`config.mk`:
```
export PLATFORM = sky130hd
export DESIGN_NAME = gn3d_fade
export DESIGN_NICKNAME = d
export VERILOG_FILES = /design/src/hw/rtl/gradient_noise_3d_assert.svh /design/src/hw/rtl/gn3d_pkg.sv /design/src/hw/rtl/gn3d_fade.sv
export SDC_FILE = /design/constraint.sdc
export NUM_CORES = 2
export LEC_CHECK = 0
export BUFFER_PORTS_ARGS = -buffer_cell sky130_fd_sc_hd__buf_2
export CAP_MARGIN = 20
export CORE_MARGIN = 2
export CORE_UTILIZATION = 47
export CTS_CLUSTER_DIAMETER = 80
export DETAILED_ROUTE_END_ITERATION = 8
export GPL_TIMING_DRIVEN = 0
export PLACE_DENSITY_LB_ADDON = 0.3
export SLEW_MARGIN = 30
export SYNTH_ARGS = -nofsm -noshare
export SYNTH_HDL_FRONTEND = slang
export SYNTH_SLANG_ARGS = --single-unit
```
`constraint.sdc`:
```
create_clock -name i_clk -period 10.05 [get_ports i_clk]
set_input_delay 1.005 -clock i_clk [delete_from_list [all_inputs] [get_ports i_clk]]
set_output_delay 1.005 -clock i_clk [all_outputs]
set_load 0.1 [all_outputs]
```
`src/hw/rtl/gradient_noise_3d_assert.svh`:
```
// ----------------------------------------------------------------------------
// Gradient noise 3D assertion macros
// Shared concurrent assertion forms for the noise pipeline.
// ----------------------------------------------------------------------------
`ifndef GRADIENT_NOISE_3D_ASSERT_SVH
`define GRADIENT_NOISE_3D_ASSERT_SVH

// Implication checked on every rising clock edge outside reset.
`define GN_ASSERT_IMPL(label, clk, rst_n, ante, cons) \
    label: assert property (@(posedge clk) disable iff (!rst_n) (ante) |-> (cons)) \
        else $error("assertion failed");

// Implication checked in the cycle after the antecedent.
`define GN_ASSERT_NEXT(label, clk, rst_n, ante, cons) \
    label: assert property (@(posedge clk) disable iff (!rst_n) (ante) |=> (cons)) \
        else $error("assertion failed");

`endif

```
`src/hw/rtl/gn3d_pkg.sv`:
```
// ----------------------------------------------------------------------------
// Gradient noise 3D package
// Permutation table, widths and helper functions for the noise pipeline.
// ----------------------------------------------------------------------------
package gn3d_pkg;

    localparam int COORD_W = 24;
    localparam int OUT_W   = 18;
    localparam int HASH_W  = 8;

    // Standard permutation of 0..255.
    localparam logic [7:0] PERM [256] = '{
        8'd151,8'd160,8'd137,8'd91,8'd90,8'd15,8'd131,8'd13,8'd201,8'd95,8'd96,8'd53,
        8'd194,8'd233,8'd7,8'd225,8'd140,8'd36,8'd103,8'd30,8'd69,8'd142,8'd8,8'd99,
        8'd37,8'd240,8'd21,8'd10,8'd23,8'd190,8'd6,8'd148,8'd247,8'd120,8'd234,8'd75,
        8'd0,8'd26,8'd197,8'd62,8'd94,8'd252,8'd219,8'd203,8'd117,8'd35,8'd11,8'd32,
        8'd57,8'd177,8'd33,8'd88,8'd237,8'd149,8'd56,8'd87,8'd174,8'd20,8'd125,8'd136,
        8'd171,8'd168,8'd68,8'd175,8'd74,8'd165,8'd71,8'd134,8'd139,8'd48,8'd27,8'd166,
        8'd77,8'd146,8'd158,8'd231,8'd83,8'd111,8'd229,8'd122,8'd60,8'd211,8'd133,8'd230,
        8'd220,8'd105,8'd92,8'd41,8'd55,8'd46,8'd245,8'd40,8'd244,8'd102,8'd143,8'd54,
        8'd65,8'd25,8'd63,8'd161,8'd1,8'd216,8'd80,8'd73,8'd209,8'd76,8'd132,8'd187,
        8'd208,8'd89,8'd18,8'd169,8'd200,8'd196,8'd135,8'd130,8'd116,8'd188,8'd159,8'd86,
        8'd164,8'd100,8'd109,8'd198,8'd173,8'd186,8'd3,8'd64,8'd52,8'd217,8'd226,8'd250,
        8'd124,8'd123,8'd5,8'd202,8'd38,8'd147,8'd118,8'd126,8'd255,8'd82,8'd85,8'd212,
        8'd207,8'd206,8'd59,8'd227,8'd47,8'd16,8'd58,8'd17,8'd182,8'd189,8'd28,8'd42,
        8'd223,8'd183,8'd170,8'd213,8'd119,8'd248,8'd152,8'd2,8'd44,8'd154,8'd163,8'd70,
        8'd221,8'd153,8'd101,8'd155,8'd167,8'd43,8'd172,8'd9,8'd129,8'd22,8'd39,8'd253,
        8'd19,8'd98,8'd108,8'd110,8'd79,8'd113,8'd224,8'd232,8'd178,8'd185,8'd112,8'd104,
        8'd218,8'd246,8'd97,8'd228,8'd251,8'd34,8'd242,8'd193,8'd238,8'd210,8'd144,8'd12,
        8'd191,8'd179,8'd162,8'd241,8'd81,8'd51,8'd145,8'd235,8'd249,8'd14,8'd239,8'd107,
        8'd49,8'd192,8'd214,8'd31,8'd181,8'd199,8'd106,8'd157,8'd184,8'd84,8'd204,8'd176,
        8'd115,8'd121,8'd50,8'd45,8'd127,8'd4,8'd150,8'd254,8'd138,8'd236,8'd205,8'd93,
        8'd222,8'd114,8'd67,8'd29,8'd24,8'd72,8'd243,8'd141,8'd128,8'd195,8'd78,8'd66,
        8'd215,8'd61,8'd156,8'd180
    };

    // Gradient selector codes, taken from the low four hash bits.
    localparam logic [3:0] H_XV_ZX0 = 4'd12;
    localparam logic [3:0] H_XV_ZX1 = 4'd14;

    function automatic logic [7:0] perm_lookup(input logic [7:0] idx);
        perm_lookup = PERM[idx];
    endfunction

    // Edge gradient dot product; the sum of two signed offsets needs one more bit.
    // Offsets are sized for up to 24 fraction bits.
    function automatic logic signed [26:0] grad_dot(
        input logic [7:0] hash,
        input logic signed [25:0] x,
        input logic signed [25:0] y,
        input logic signed [25:0] z
    );
        logic [3:0] h;
        logic signed [26:0] u;
        logic signed [26:0] v;
        h = hash[3:0];
        u = (h < 4'd8) ? 27'(x) : 27'(y);
        if (h < 4'd4) begin
            v = 27'(y);
        end else if (h == H_XV_ZX0 || h == H_XV_ZX1) begin
            v = 27'(x);
        end else begin
            v = 27'(z);
        end
        grad_dot = (h[0] ? -u : u) + (h[1] ? -v : v);
    endfunction

endpackage

```
`src/hw/rtl/gn3d_fade.sv`:
```
// ----------------------------------------------------------------------------
// Gradient noise 3D fade pipeline
// Quintic fade 6t^5 - 15t^4 + 10t^3 over three register stages.
// ----------------------------------------------------------------------------
module gn3d_fade
    import gn3d_pkg::*;
#(
    parameter int FRAC_BITS = 16
) (
    input  logic                 i_clk,
    input  logic                 i_en,
    input  logic [FRAC_BITS-1:0] i_t,
    output logic [FRAC_BITS:0]   o_fade
);

    localparam int FW = FRAC_BITS;
    localparam logic signed [FW+5:0] ONE15 = (FW+6)'(15) <<< FW;
    localparam logic signed [FW+5:0] ONE10 = (FW+6)'(10) <<< FW;

    logic [FW-1:0]          r_t1;
    logic [FW-1:0]          r_sq;
    logic [FW-1:0]          r_cube;
    logic signed [FW+5:0]   r_c;
    logic signed [FW+5:0]   n_c;
    logic signed [FW+5:0]   r_lin;
    logic [2*FW-1:0]        w_sq;
    logic [2*FW-1:0]        w_cube;
    logic signed [2*FW+6:0] w_cp;
    logic signed [2*FW+7:0] w_f;

    assign w_sq   = (2*FW)'(i_t) * (2*FW)'(i_t);
    assign w_cube = (2*FW)'(r_sq) * (2*FW)'(r_t1);
    assign w_cp   = (2*FW+7)'($signed({1'b0, r_t1})) * (2*FW+7)'(r_lin);

    // Stage 1: square and the linear term 6t - 15.
    always_ff @(posedge i_clk) begin
        if (i_en) begin
            r_t1  <= i_t;
            r_sq  <= w_sq[2*FW-1:FW];
            r_lin <= (FW+6)'($signed({1'b0, i_t})) * (FW+6)'(6) - ONE15;
        end
    end

    // Stage 2: cube and the quadratic c = t(6t - 15) + 10.
    assign n_c = (FW+6)'(w_cp >>> FW) + ONE10;
    always_ff @(posedge i_clk) begin
        if (i_en) begin
            r_cube <= w_cube[2*FW-1:FW];
            r_c    <= n_c;
        end
    end

    // Stage 3: fade = t^3 * c, always within [0, ONE].
    assign w_f = (2*FW+8)'($signed({1'b0, r_cube})) * (2*FW+8)'(r_c);
    always_ff @(posedge i_clk) begin
        if (i_en) begin
            o_fade <= (FW+1)'(w_f >>> FW);
        end
    end

endmodule

```
==> metrics.md <==
| Metric | Value |
|---|---|
| Status | finished, final reports clean |
| Post-synth ARST share | 0 |
| Clk sinks | 105 |
| Htree depth | 3 |
| Yosys Warn Count | 0 |
| Max FO, Critical Path | 10 |
| Max Clk Rate | 109 MHz |
| Synth Register Bits | 105 |
| CTS tree | built |
| Avg Inst Size Synth | 9.39 um2 |
| Critical register-to-register path startpoint | r_t1[2] |
| Cell Rows | 108 |
| Register area | between 3000 and 4000 um2 |
| Crit Path Category | reg -> reg |
| Total GRT Usage | 0.244 |
| Global-route wire length before repair | 169 mm |
| Total CTS buffers | 9 |
| Layout cells sized above 1 | 0.0163 |
| Root Driver | clkbuf_16 |
| Initial DRT Pass Iterations | 7 |
| Die W | 300 um |
| Largest net degree at the start of global routing | 71 |
| Post-CTS Setup Bufs | 0 |
| CP max stage delay | 700 ps |
| Die area | 89800 um2 |
| Initial Util | 0.474 |
| Port buffer count | 34 |
| Number of hold violations in the final report | 0 |
| Clock Path Buffers | 2 |
| Final period utilization | 0.916 |
| Design Area, Final | 43000 um2 |
| Clk_lat worst skew | 410 ps |
| Netlist cell types | 63 |
| Worst-Margin Slew | 1010 ps |
| Layout Nets | 5815 |
| Worst-path clk slew | 80 ps |
| Die Span Y | 300 um |
| Worst hold start | i_t[15] |
| CP startpoint | r_t1[2] |
| Most frequent cells in the layout | 1203 x inv_1, 976 x fa_1, 598 x nand2_1 |
| Reg2Reg Capture Point | r_c[21] |
| Nature of the critical path startpoint | flop |
| Num ports | 35 |
| Vias | 28.4k |
| Number of global-route vias before repair | around 31k |
| Hold Buf Count CTS | 0 |
| Post-CTS Resized | 0 |
| Fin Clk Skew | between 20 and 25 ps |
| Fillers | 8233 |
| Max Slew Vio Count | 0 |
| Top FF cell, synth | edfxtp_1 |
| Global placer's final weighted congestion | approximately 0.95 |
| Drt via density | 5.09 |
| R2R Setup Slk | 840 ps |
| Area delta synth->final | 4.70% |
| WL/cell | 18.5 um |
| Worst Hold End | r_t1[15] |
| Slew headroom | 0.319 |
| Post-synthesis cell area | a little over 40000 um2 |
| Antenna-violating nets left | 0 |
| Core area | 86800 um2 |
| Mapped Nets | 5769 |
| Worst Path Required | 10150 ps |
| Multi-input logic area | between 30000 and 40000 um2 |
| Placed cell area | 42700 um2 |
| Fin crit period | 9210 ps |
| Reg2Reg Depth | 30 |
| Final setup fails | 0 |
| CP Capture Type | flop |
| Detailed Route WL | about 100 mm |
| Hold depth | 1 |
| Worst EP arrival | 9310 ps |
| Placed wire-length estimate | 88.8 mm |
| RSZ-0062 raised after global routing | no |
| Slowest-stage cell, CP | clkbuf_1 |
| Number of flops mapped to enable cells by yosys | 105 |
| Worst hold-check path type | in -> reg |
| Max-cap violations | 0 |
| Register area share after synthesis | 0.0767 |
| Setup_tns | 0 ps |
| Commonest non-fill, non-tap cell in the layout | inv_1 |
| Cells after Synth | 4376 |
| Initial antenna violation count | 1 |
| DR DRC count | 0 |
| Initial DRC count | around 1.9k |
| GR Overflow Total | 0 |
| Most frequent CP cell | fa_1 |
-- cell usage after synthesis (22+ instances only) --
library cell	instances	area (um2)
clkbuf_1	159	597
and2_1	408	2550
a21o_1	37	278
nor3_1	22	110
ha_1	399	4990
o21a_1	24	180
o21ai_0	26	130
nand2_1	598	2240
nor2_1	83	312
xnor2_1	82	718
xor2_1	26	228
edfxtp_1	105	3150
fa_1	976	19500
inv_1	1203	4520
a21oi_1	54	270
-- critical path: cells and delay by family, from the launching register on --
kind                       cells  cell delay [ps]
xor gates and xnor gates       1              170
buffers and inverters          6             1510
AOI/OAI and AO/OA             10             2250
and+or+nand+nor                4              870
adders and majority gates      8             3570
DFF                            1              440
muxes                          1               90
-- metal layers --
metal,track usage,vias up,part of all wire
met5,0,-,0.00016
met4,0.0936,2,0.044
met3,0.0338,206,0.063
met2,0.414,927,0.48
met1,0.317,14500,0.41
li1,-,12800,-
-- worst max path at each step --
stage	endpoint	slack (ps)
detailed placement	r_c[21]	920
finish	r_c[21]	840
global route	r_c[21]	360
global placement	r_c[21]	900
CTS	r_c[21]	870
floorplan	r_c[21]	2360
-- state kept, by name, indices dropped and copies added (netlist names) --
| register | cells |
|---|---|
| r_t1 | 16 |
| r_cube | 16 |
| r_c | 22 |
| r_lin | 18 |
| r_sq | 16 |
| o_fade | 17 |
-- logic make-up (layout without fill, tap and decap cells) --
family	Yosys count	count (layout)	synth area share
flip-flops	105	105	0.0767
adder cells (fa/ha/maj)	1375	1375	0.597
AO/OA/AOI/OAI	214	214	0.0355
multiplexers	4	4	0.00104
other	0	1	0
buffers and inverters	1368	1419	0.125
AND/OR/NAND/NOR	1201	1201	0.141
XOR/XNOR	109	109	0.0234
-- stage by stage --
stage | hold slack, ps | setup slack, ps | utilization | cells
2_1_floorplan | 1000 | 2360 | - | 4376
3_3_place_gp | 1180 | 902 | 0.492 | 5565
3_5_place_dp | 1200 | 920 | 0.493 | 5566
4_1_cts | 874 | 871 | 0.496 | 5582
5_1_grt | 891 | 359 | 0.496 | 5582
6_report | 888 | 841 | 0.496 | 5583
-- layout make-up --
cell class	instances	share of cell area
timing repair buffer	35	0.00474
tap	1155	0.0336
inverter	1204	0.105
antenna	1	0.0000582
buffer	164	0.0145
multi-input combinational	2903	0.762
clock inverter	7	0.00122
clock buffer	9	0.00524
sequential	105	0.0733
Power is left out: the tool's default activity adds up to more than one toggle a clock period on the data nets, which glitch-free logic cannot reach.
