**src/hw/rtl/gradient_noise_3d_assert.svh**
```systemverilog
// ----------------------------------------------------------------------------
// Gradient noise 3D assertion macros
// Shared concurrent assertion forms for the noise pipeline.
// ----------------------------------------------------------------------------
`ifndef GRADIENT_NOISE_3D_ASSERT_SVH
`define GRADIENT_NOISE_3D_ASSERT_SVH

// Implication checked on every rising clock edge outside reset.
`define GN_ASSERT_IMPL(label, clk, rst_n, ante, cons) \
    label: assert property (@(posedge clk) disable iff (!rst_n) (ante) |-> (cons)) \
        else $error("assertion failed");

// Implication checked in the cycle after the antecedent.
`define GN_ASSERT_NEXT(label, clk, rst_n, ante, cons) \
    label: assert property (@(posedge clk) disable iff (!rst_n) (ante) |=> (cons)) \
        else $error("assertion failed");

`endif

```
**src/hw/rtl/gn3d_pkg.sv**
```systemverilog
// ----------------------------------------------------------------------------
// Gradient noise 3D package
// Permutation table, widths and helper functions for the noise pipeline.
// ----------------------------------------------------------------------------
package gn3d_pkg;

    localparam int COORD_W = 24;
    localparam int OUT_W   = 18;
    localparam int HASH_W  = 8;

    // Standard permutation of 0..255.
    localparam logic [7:0] PERM [256] = '{
        8'd151,8'd160,8'd137,8'd91,8'd90,8'd15,8'd131,8'd13,8'd201,8'd95,8'd96,8'd53,
        8'd194,8'd233,8'd7,8'd225,8'd140,8'd36,8'd103,8'd30,8'd69,8'd142,8'd8,8'd99,
        8'd37,8'd240,8'd21,8'd10,8'd23,8'd190,8'd6,8'd148,8'd247,8'd120,8'd234,8'd75,
        8'd0,8'd26,8'd197,8'd62,8'd94,8'd252,8'd219,8'd203,8'd117,8'd35,8'd11,8'd32,
        8'd57,8'd177,8'd33,8'd88,8'd237,8'd149,8'd56,8'd87,8'd174,8'd20,8'd125,8'd136,
        8'd171,8'd168,8'd68,8'd175,8'd74,8'd165,8'd71,8'd134,8'd139,8'd48,8'd27,8'd166,
        8'd77,8'd146,8'd158,8'd231,8'd83,8'd111,8'd229,8'd122,8'd60,8'd211,8'd133,8'd230,
        8'd220,8'd105,8'd92,8'd41,8'd55,8'd46,8'd245,8'd40,8'd244,8'd102,8'd143,8'd54,
        8'd65,8'd25,8'd63,8'd161,8'd1,8'd216,8'd80,8'd73,8'd209,8'd76,8'd132,8'd187,
        8'd208,8'd89,8'd18,8'd169,8'd200,8'd196,8'd135,8'd130,8'd116,8'd188,8'd159,8'd86,
        8'd164,8'd100,8'd109,8'd198,8'd173,8'd186,8'd3,8'd64,8'd52,8'd217,8'd226,8'd250,
        8'd124,8'd123,8'd5,8'd202,8'd38,8'd147,8'd118,8'd126,8'd255,8'd82,8'd85,8'd212,
        8'd207,8'd206,8'd59,8'd227,8'd47,8'd16,8'd58,8'd17,8'd182,8'd189,8'd28,8'd42,
        8'd223,8'd183,8'd170,8'd213,8'd119,8'd248,8'd152,8'd2,8'd44,8'd154,8'd163,8'd70,
        8'd221,8'd153,8'd101,8'd155,8'd167,8'd43,8'd172,8'd9,8'd129,8'd22,8'd39,8'd253,
        8'd19,8'd98,8'd108,8'd110,8'd79,8'd113,8'd224,8'd232,8'd178,8'd185,8'd112,8'd104,
        8'd218,8'd246,8'd97,8'd228,8'd251,8'd34,8'd242,8'd193,8'd238,8'd210,8'd144,8'd12,
        8'd191,8'd179,8'd162,8'd241,8'd81,8'd51,8'd145,8'd235,8'd249,8'd14,8'd239,8'd107,
        8'd49,8'd192,8'd214,8'd31,8'd181,8'd199,8'd106,8'd157,8'd184,8'd84,8'd204,8'd176,
        8'd115,8'd121,8'd50,8'd45,8'd127,8'd4,8'd150,8'd254,8'd138,8'd236,8'd205,8'd93,
        8'd222,8'd114,8'd67,8'd29,8'd24,8'd72,8'd243,8'd141,8'd128,8'd195,8'd78,8'd66,
        8'd215,8'd61,8'd156,8'd180
    };

    // Gradient selector codes, taken from the low four hash bits.
    localparam logic [3:0] H_XV_ZX0 = 4'd12;
    localparam logic [3:0] H_XV_ZX1 = 4'd14;

    function automatic logic [7:0] perm_lookup(input logic [7:0] idx);
        perm_lookup = PERM[idx];
    endfunction

    // Edge gradient dot product; the sum of two signed offsets needs one more bit.
    // Offsets are sized for up to 24 fraction bits.
    function automatic logic signed [26:0] grad_dot(
        input logic [7:0] hash,
        input logic signed [25:0] x,
        input logic signed [25:0] y,
        input logic signed [25:0] z
    );
        logic [3:0] h;
        logic signed [26:0] u;
        logic signed [26:0] v;
        h = hash[3:0];
        u = (h < 4'd8) ? 27'(x) : 27'(y);
        if (h < 4'd4) begin
            v = 27'(y);
        end else if (h == H_XV_ZX0 || h == H_XV_ZX1) begin
            v = 27'(x);
        end else begin
            v = 27'(z);
        end
        grad_dot = (h[0] ? -u : u) + (h[1] ? -v : v);
    endfunction

endpackage

```
**src/hw/rtl/gn3d_lerp.sv**
```systemverilog
// ----------------------------------------------------------------------------
// Gradient noise 3D interpolation stage
// One registered lerp a + floor(t * (b - a) / ONE).
// ----------------------------------------------------------------------------
module gn3d_lerp
    import gn3d_pkg::*;
#(
    parameter int FRAC_BITS = 16,
    parameter int VAL_W     = 26
) (
    input  logic                    i_clk,
    input  logic                    i_en,
    input  logic [FRAC_BITS:0]      i_t,
    input  logic signed [VAL_W-1:0] i_a,
    input  logic signed [VAL_W-1:0] i_b,
    output logic signed [VAL_W-1:0] o_y
);

    localparam int PW = VAL_W + FRAC_BITS + 3;

    logic signed [VAL_W:0] w_d;
    logic signed [PW-1:0]  w_p;

    // The result stays between a and b, so VAL_W bits hold it.
    assign w_d = (VAL_W+1)'(i_b) - (VAL_W+1)'(i_a);
    assign w_p = PW'($signed({1'b0, i_t})) * PW'(w_d);

    always_ff @(posedge i_clk) begin
        if (i_en) begin
            o_y <= i_a + VAL_W'(w_p >>> FRAC_BITS);
        end
    end

endmodule

```
**config.mk**
```make
export PLATFORM = sky130hd
export DESIGN_NAME = gn3d_lerp
export DESIGN_NICKNAME = d
export VERILOG_FILES = /design/src/hw/rtl/gradient_noise_3d_assert.svh /design/src/hw/rtl/gn3d_pkg.sv /design/src/hw/rtl/gn3d_lerp.sv
export SDC_FILE = /design/constraint.sdc
export NUM_CORES = 1
export LEC_CHECK = 0
export BUFFER_PORTS_ARGS = -buffer_cell sky130_fd_sc_hd__buf_2
export CAP_MARGIN = 10
export CORE_MARGIN = 2
export CORE_UTILIZATION = 23
export CTS_BUF_LIST = sky130_fd_sc_hd__clkbuf_4 sky130_fd_sc_hd__clkbuf_8
export DETAILED_ROUTE_END_ITERATION = 16
export GPL_ROUTABILITY_DRIVEN = 0
export PLACE_DENSITY_LB_ADDON = 0.25
export SYNTH_ARGS = -nofsm -noshare
export SYNTH_HDL_FRONTEND = slang
export SYNTH_SLANG_ARGS = --single-unit
```
**constraint.sdc**
```tcl
create_clock -name i_clk -period 22.6 [get_ports i_clk]
set_input_delay 1.13 -clock i_clk [delete_from_list [all_inputs] [get_ports i_clk]]
set_output_delay 1.13 -clock i_clk [all_outputs]
set_load 0.02 [all_outputs]
```
==> results of run 1 <==
-- area by class of cell --
cell class	count	share of cell area [%]
Clock buffer	3	0.199
Timing Repair Buffer	115	3.01
Inverter	569	10.3
Sequential cell	26	3.77
Multi-Input combinational cell	1459	76.1
Tap cell	1070	6.46
Clock inverter	1	0.145
-- layer usage --
metal	up-vias	GRT usage [%]	part of all wire, %
li1	6313	-	-
met2	219	24.5	54
met3	46	0.993	2.8
met4	0	1.68	1.4
met5	-	0	0
met1	7074	16.2	42
-- per-stage QoR --
| step | std cells | cell area (um2) | worst slack, ns | util (%) | hold slack [ns] |
|---|---|---|---|---|---|
| after floorplan | 2134 | 18900 | 11.96 | - | 1.24 |
| after global placement | 3239 | 20700 | 10.11 | 25.2 | 1.48 |
| after detailed placement | 3239 | 20700 | 9.98 | 25.2 | 1.48 |
| after CTS | 3243 | 20700 | 10.32 | 25.3 | 1.12 |
| after global routing | 3243 | 20700 | 9.63 | 25.3 | 1.12 |
| final | 3243 | 20700 | 10.30 | 25.3 | 1.14 |
-- final timing paths --
check	start	endpoint	slack, ns	cells past startpoint
min	i_a[0]	o_y[0]	1.14	2
max	i_a[0]	o_y[25]	10.30	44
-- cell usage after synthesis (7+ instances only) --
| master | n |
|---|---|
| inv_1 | 569 |
| fa_1 | 426 |
| nand2_1 | 240 |
| and2_1 | 212 |
| ha_1 | 150 |
| clkbuf_1 | 74 |
| xnor2_1 | 57 |
| nor2_1 | 53 |
| a21oi_1 | 41 |
| nor2b_1 | 36 |
| nand2b_1 | 33 |
| edfxtp_1 | 26 |
| o21ai_0 | 25 |
| nor3_1 | 22 |
| a21o_1 | 20 |
| o21a_1 | 18 |
| xor2_1 | 15 |
| mux2i_1 | 12 |
| nand3_1 | 11 |
| a211oi_1 | 7 |
-- cell families after synthesis --
kind of cell / Yosys count
DFF: 26
xor gates and xnor gates: 76
and+or+nand+nor: 628
AOI/OAI and AO/OA: 161
adders and majority gates: 576
muxes: 18
buffers and inverters: 649
-- placed cells by master, fill, tap and decap left out, types with 19 or more instances in the layout --
cell type and count:
a21o_1 20, a21oi_1 40, and2_1 212, buf_2 96, buf_4 19, edfxtp_1 26, fa_1 426, ha_1 150
inv_1 569, nand2_1 240, nand2b_1 33, nor2_1 51, nor2b_1 36, nor3_1 22, o21ai_0 25, xnor2_1 53
==> reports/metrics.cfg, run 1 <==
[run_status]
status=finished, final reports clean

[cells_and_area]
max_flop_register=o_y
multi_input_area_um2=15800
biggestRegsByFlops=o_y: 26 flops
seqCellArea_um2=781
drive_gt1_share_pct=7.46
largest_register_ff_count=26
nets=2821
fill_cells=8945
area_growth_pct=9.42
antenna_cells=0

[worst_setup_path]
cp.arrival_ns=12.38
criticalPathCategory=input port to flip-flop
cp_slowest_cell=nor4b_1
slowest_delay_ns=1.08
crit_path_frequent_cell=fa_1
cp.required_ns=22.67
path_max_fanout=17
worst-path-buf-inv=6
endpoint_kind=flip-flop
cp_top_family=adder cells
crit_path_start_kind=input port

[yosys]
synth_area_leaders=fa_1 45%, inv_1 11%, ha_1 9.9%
yosysTopAreaCell=fa_1
yosys.area_share.adder_pct=54.9
avgSynthCellArea_um2=8.88
synth-xor-area-share_pct=3.74
ys.flop_type=edfxtp_1
yosys.area_share.simple_pct=16.8
synth_top_family_by_area=adder cells
yosysSeqAreaShare_pct=4.12
synth-compound-area-share_pct=6.33
yosysWarningCount=0
muxShareOfSynthArea_pct=1.11
syn-num-nets=2781
synth_area_um2=18900
ys_ff_latch=26
synth_top_area_share_pct=45.0
syn_inst=2134
synth-edff-count=26
synthArstFlopShare_pct=0
synth.distinct_cells=70

[clock_tree]
cts_buffer_depth=2
cts_resized=0
htreeDepth=1
cts_hold_buf=0
cts_post_setup_buffers_inserted=0
root_buffer=clkbuf_8
cts_buffers=3
path_clk_slew_ns=0.13
cts_tree=yes
clock_sinks=26

[sta]
fin_crit_sh_pct=54.4
fmax_mhz=81.3
rsz0062_at_grt=false
hold_viol=0
finalCriticalPeriod_ns=12.30
worst_slew_pin_slew_ns=1.31
relSlewSlack_pct=11.3
finalSetupViolCount=0
slew_viol_final=0
tns_ns=0

[global_route]
grt_pass1_wl_um=86000
globalRouteTotalUtil_pct=12.9
grt_max_degree=39
grt_pass1_vias=15300
grt_overflow=0
antenna_found_initial=6

[detailed_routing]
dr.first_iter.drc_count=561
via_per_inst=4.21
routed_wl_um=53000
post_drt_wl_per_cell_um=16.3
drc_errors=0
ant_nets=0
dr.pass1.iters=5
vias=13700

[floorplanning]
die-width_um=291
die_h_um=291
row_count=105
initial_utilization_pct=23.1
core_area_um2=81800
dieArea_um2=84700
ioPinCount=97

[hold_path]
min_path_type=input port to flip-flop

[placed_design]
dp_hpwl_um=42800
portBuffers=96

[job]
cap_viol_max_count=0

Power of run 1 is left out: the tool's default activity adds up to more than one toggle a clock period on the data nets, which glitch-free logic cannot reach.
==> inputs of run 2 (changes only) <==
==> constraint.sdc (replaced) <==
create_clock -name i_clk -period 10.86 [get_ports i_clk]
set_input_delay 0.543 -clock i_clk [delete_from_list [all_inputs] [get_ports i_clk]]
set_output_delay 0.543 -clock i_clk [all_outputs]
set_load 0.02 [all_outputs]
==> run 2 against run 1 <==
Net effect:
- global-route usage down 0.10 points
- final cell count up 2.5%
- setup slack worse by 9.8 ns
- cell area up 3.0%
- non-clock buffer count up 81
- critical endpoint unchanged
- count of clock-buffer cells in the layout unchanged
==> reports/metrics.cfg, run 2 (same netlist as run 1, synthesis figures left out) <==
[run_status]
status=finished, final reports clean

[cells_and_area]
largest_register_ff_count=26
layout_common_cells=569 x inv_1, 425 x fa_1, 240 x nand2_1
final_common_cell=inv_1
max_flop_register=o_y
fill_cells=8930
multi_input_area_um2=15800
nets=2902
seqCellArea_um2=781
area_growth_pct=12.7
biggestRegsByFlops=o_y: 26 flops
drive_gt1_share_pct=10.7

[sta]
finalSetupViolCount=0
fmax_mhz=96.6
hold_viol=0
rsz0062_at_grt=true
fin_crit_sh_pct=95.3
relSlewSlack_pct=47.2
finalCriticalPeriod_ns=10.35
tns_ns=0
worst_slew_pin_slew_ns=0.792
slew_viol_final=0

[clock_tree]
cts_hold_buf=0
root_buffer=clkbuf_8
htreeDepth=1
path_clk_slew_ns=0.11
cts_tree=yes
cts_buffer_depth=2
cts_buffers=3
clock_sinks=26

[detailed_routing]
dr.pass1.iters=5
dr.first_iter.drc_count=501
post_drt_wl_per_cell_um=15.8
vias=13800
drc_errors=0
ant_nets=0
via_per_inst=4.16
routed_wl_um=52500

[floorplanning]
initial_utilization_pct=23.1
core_area_um2=81800
ioPinCount=97
row_count=105
die-width_um=291
dieArea_um2=84700
die_h_um=291

[global_route]
grt_max_degree=38
grt_pass1_vias=15800
grt_overflow=0
globalRouteTotalUtil_pct=12.8
antenna_found_initial=2
grt_pass1_wl_um=86800

[worst_setup_path]
cp_slowest_cell=fa_1
criticalPathCategory=input port to flip-flop
crit_path_frequent_cell=fa_1
cp_top_family=adder cells
worst-path-buf-inv=9
slowest_delay_ns=0.52
cp.required_ns=10.93
path_max_fanout=8
endpoint_kind=flip-flop
cp.arrival_ns=10.42
crit_path_start_kind=input port

[placed_design]
portBuffers=96
dp_hpwl_um=44800

[hold_path]
min_path_type=input port to flip-flop

[job]
cap_viol_max_count=0

run 2: metal layers:
metal	wire (um)	global-route usage, %
met1	22800	16.2
met3	779	0.764
met4	319	0.986
met5	0	0
met2	28600	24.6
run 2: worst paths after layout:
| path | depth (start not counted) | from | endpoint |
|---|---|---|---|
| max | 43 | i_b[0] | o_y[25] |
| min | 3 | i_a[0] | o_y[0] |
run 2: layout make-up:
| cell class | instances | area share (%) |
|---|---|---|
| antenna | 1 | 0.0117 |
| clock buffer | 3 | 0.193 |
| clock inverter | 1 | 0.0176 |
| inverter | 569 | 10.0 |
| multi-input combinational | 1459 | 73.9 |
| sequential | 26 | 3.66 |
| tap | 1070 | 6.27 |
| timing repair buffer | 196 | 5.96 |
run 2: timing repair:
item                                    4_1_cts  5_1_grt
endpoints found under the setup margin        0        2
setup buffers                                 0        1
gates resized for setup                       0       16
run 2: metrics by stage:
| stage | utilization [%] | cells | setup slack, ns | instance area (um2) | hold slack (ns) |
|---|---|---|---|---|---|
| after floorplan | - | 2134 | 0.807 | 18900 | 0.655 |
| after global placement | 25.9 | 3319 | 0.0235 | 21200 | 0.989 |
| after detailed placement | 25.9 | 3319 | -0.0440 | 21200 | 0.988 |
| after CTS | 26.0 | 3323 | 0.268 | 21300 | 0.678 |
| after global routing | 26.1 | 3324 | -0.0535 | 21400 | 0.682 |
| final | 26.1 | 3325 | 0.508 | 21400 | 0.677 |
Power of run 2 is left out for the same reason.
==> inputs of run 3 (changes only) <==
--- a/config.mk
+++ b/config.mk
@@ -7,6 +7,8 @@
 export LEC_CHECK = 0
 export BUFFER_PORTS_ARGS = -buffer_cell sky130_fd_sc_hd__buf_2
 export CAP_MARGIN = 10
+export CELL_PAD_IN_SITES_DETAIL_PLACEMENT = 1
+export CELL_PAD_IN_SITES_GLOBAL_PLACEMENT = 1
 export CORE_MARGIN = 2
 export CORE_UTILIZATION = 23
 export CTS_BUF_LIST = sky130_fd_sc_hd__clkbuf_4 sky130_fd_sc_hd__clkbuf_8
==> run 3 against run 2 <==
Net effect:
- via count is 0.63% higher
- wire length up 9.8%
- worst hold slack worse by 0.012 ns
- cell area rose by 0.25%
- non-clock buffer count increased by 1
- highest routed layer unchanged
- global-route usage increased by 1.2 points
- first-iteration DRC count is 17% lower
- die area unchanged
- fmax up 0.20%
- final cell count about the same
==> reports/metrics.cfg, run 3 (same netlist as run 1, synthesis figures left out) <==
[run_status]
status=finished, final reports clean

[hold_path]
hp-start=i_a[1]
min_path_cells=2
hold_path_end=o_y[1]
min_path_type=input port to flip-flop

[detailed_routing]
vias=13900
via_per_inst=4.18
dr.pass1.iters=4
post_drt_wl_per_cell_um=17.3
dr.first_iter.drc_count=415
drc_errors=0
ant_nets=0
routed_wl_um=57600

[job]
cap_viol_max_count=0

[worst_setup_path]
cp_slowest_cell=fa_1
endpoint_kind=flip-flop
cp.required_ns=10.92
worst-path-buf-inv=7
cp.arrival_ns=10.39
crit_path_start_kind=input port
crit_path_frequent_cell=fa_1
slowest_delay_ns=0.55
path_max_fanout=6
cp_top_family=adder cells
criticalPathCategory=input port to flip-flop

[sta]
fin_crit_sh_pct=95.1
relSlewSlack_pct=39.7
worst_slew_pin_slew_ns=0.905
fmax_mhz=96.8
hold_viol=0
worst_slack_ns=0.529
slew_viol_final=0
finalCriticalPeriod_ns=10.33
finalSetupViolCount=0

[clock_tree]
cts_buffers=3
path_clk_slew_ns=0.11
clock_sinks=26
root_buffer=clkbuf_8
htreeDepth=1
cts_buffer_depth=2
cts_tree=yes

[cells_and_area]
nets=2903
layout_common_cells=569 x inv_1, 425 x fa_1, 240 x nand2_1
antenna_cells=0
area_growth_pct=13.0
largest_register_ff_count=26
biggestRegsByFlops=o_y: 26 flops
fill_cells=9718
final_common_cell=inv_1
drive_gt1_share_pct=11.0
max_flop_register=o_y

[placed_design]
dp_hpwl_um=48600
place_ws_ns=-0.168
portBuffers=96

[floorplanning]
row_count=105
die_h_um=291
core_area_um2=81800
die-width_um=291
ioPinCount=97
initial_utilization_pct=23.1
dieArea_um2=84700

[global_route]
antenna_found_initial=1
grt_pass1_wl_um=93400
grt_overflow=0
globalRouteTotalUtil_pct=14.0
grt_max_degree=38
grt_pass1_vias=16600

[run 3: changes by cell type in the layout (fill, tap and decap cells not counted), sizes merged]
cell	delta
clkinv	-1
buf	+1
diode	-1
[run 3: metal layers]
layer	part of all wire, %	GRT usage (%)	up-vias
met1	43	17.3	7305
li1	-	-	6478
met3	1.0	0.756	24
met2	55	27.4	100
met4	1.0	1.43	0
met5	0	0	-
[run 3: area by class of cell]
class / count / area, um2 / share of cell area, %
Tap cell: 1070 / 1340 / 6.25
Inverter: 569 / 2140 / 9.97
Sequential cell: 26 / 781 / 3.65
Timing Repair Buffer: 197 / 1280 / 5.96
Multi-Input combinational cell: 1459 / 15800 / 74.0
Clock buffer: 3 / 41.3 / 0.193
[run 3: through the flow]
stage / hold WS, ns / cell area (um2) / utilization (%) / instances / TNS (ns)
after global routing: 0.677 / 21400 / 26.2 / 3324 / -0.0369
after global placement: 0.987 / 21200 / 25.9 / 3318 / 0
final: 0.666 / 21400 / 26.2 / 3324 / 0
after CTS: 0.661 / 21200 / 26.0 / 3321 / 0
after detailed placement: 0.995 / 21200 / 25.9 / 3318 / -0.168
after floorplan: 0.655 / 18900 / - / 2134 / 0
[run 3: how the worst max path moves through the flow]
stage | start | slack, ns | cells after the start | end
floorplan | i_b[0] | 0.81 | 44 | o_y[25]
global placement | i_a[0] | 0.02 | 46 | o_y[25]
detailed placement | i_a[0] | -0.17 | 46 | o_y[25]
CTS | i_a[0] | 0.14 | 46 | o_y[25]
global route | i_b[0] | -0.04 | 47 | o_y[25]
finish | i_a[1] | 0.53 | 38 | o_y[25]
[run 3: timing repair]
action | CTS | global route
setup buffers | 0 | 3
hold buffers | 0 | 0
gates resized for setup | 0 | 30
setup endpoints to repair | 0 | 3
Power of run 3 is left out for the same reason.
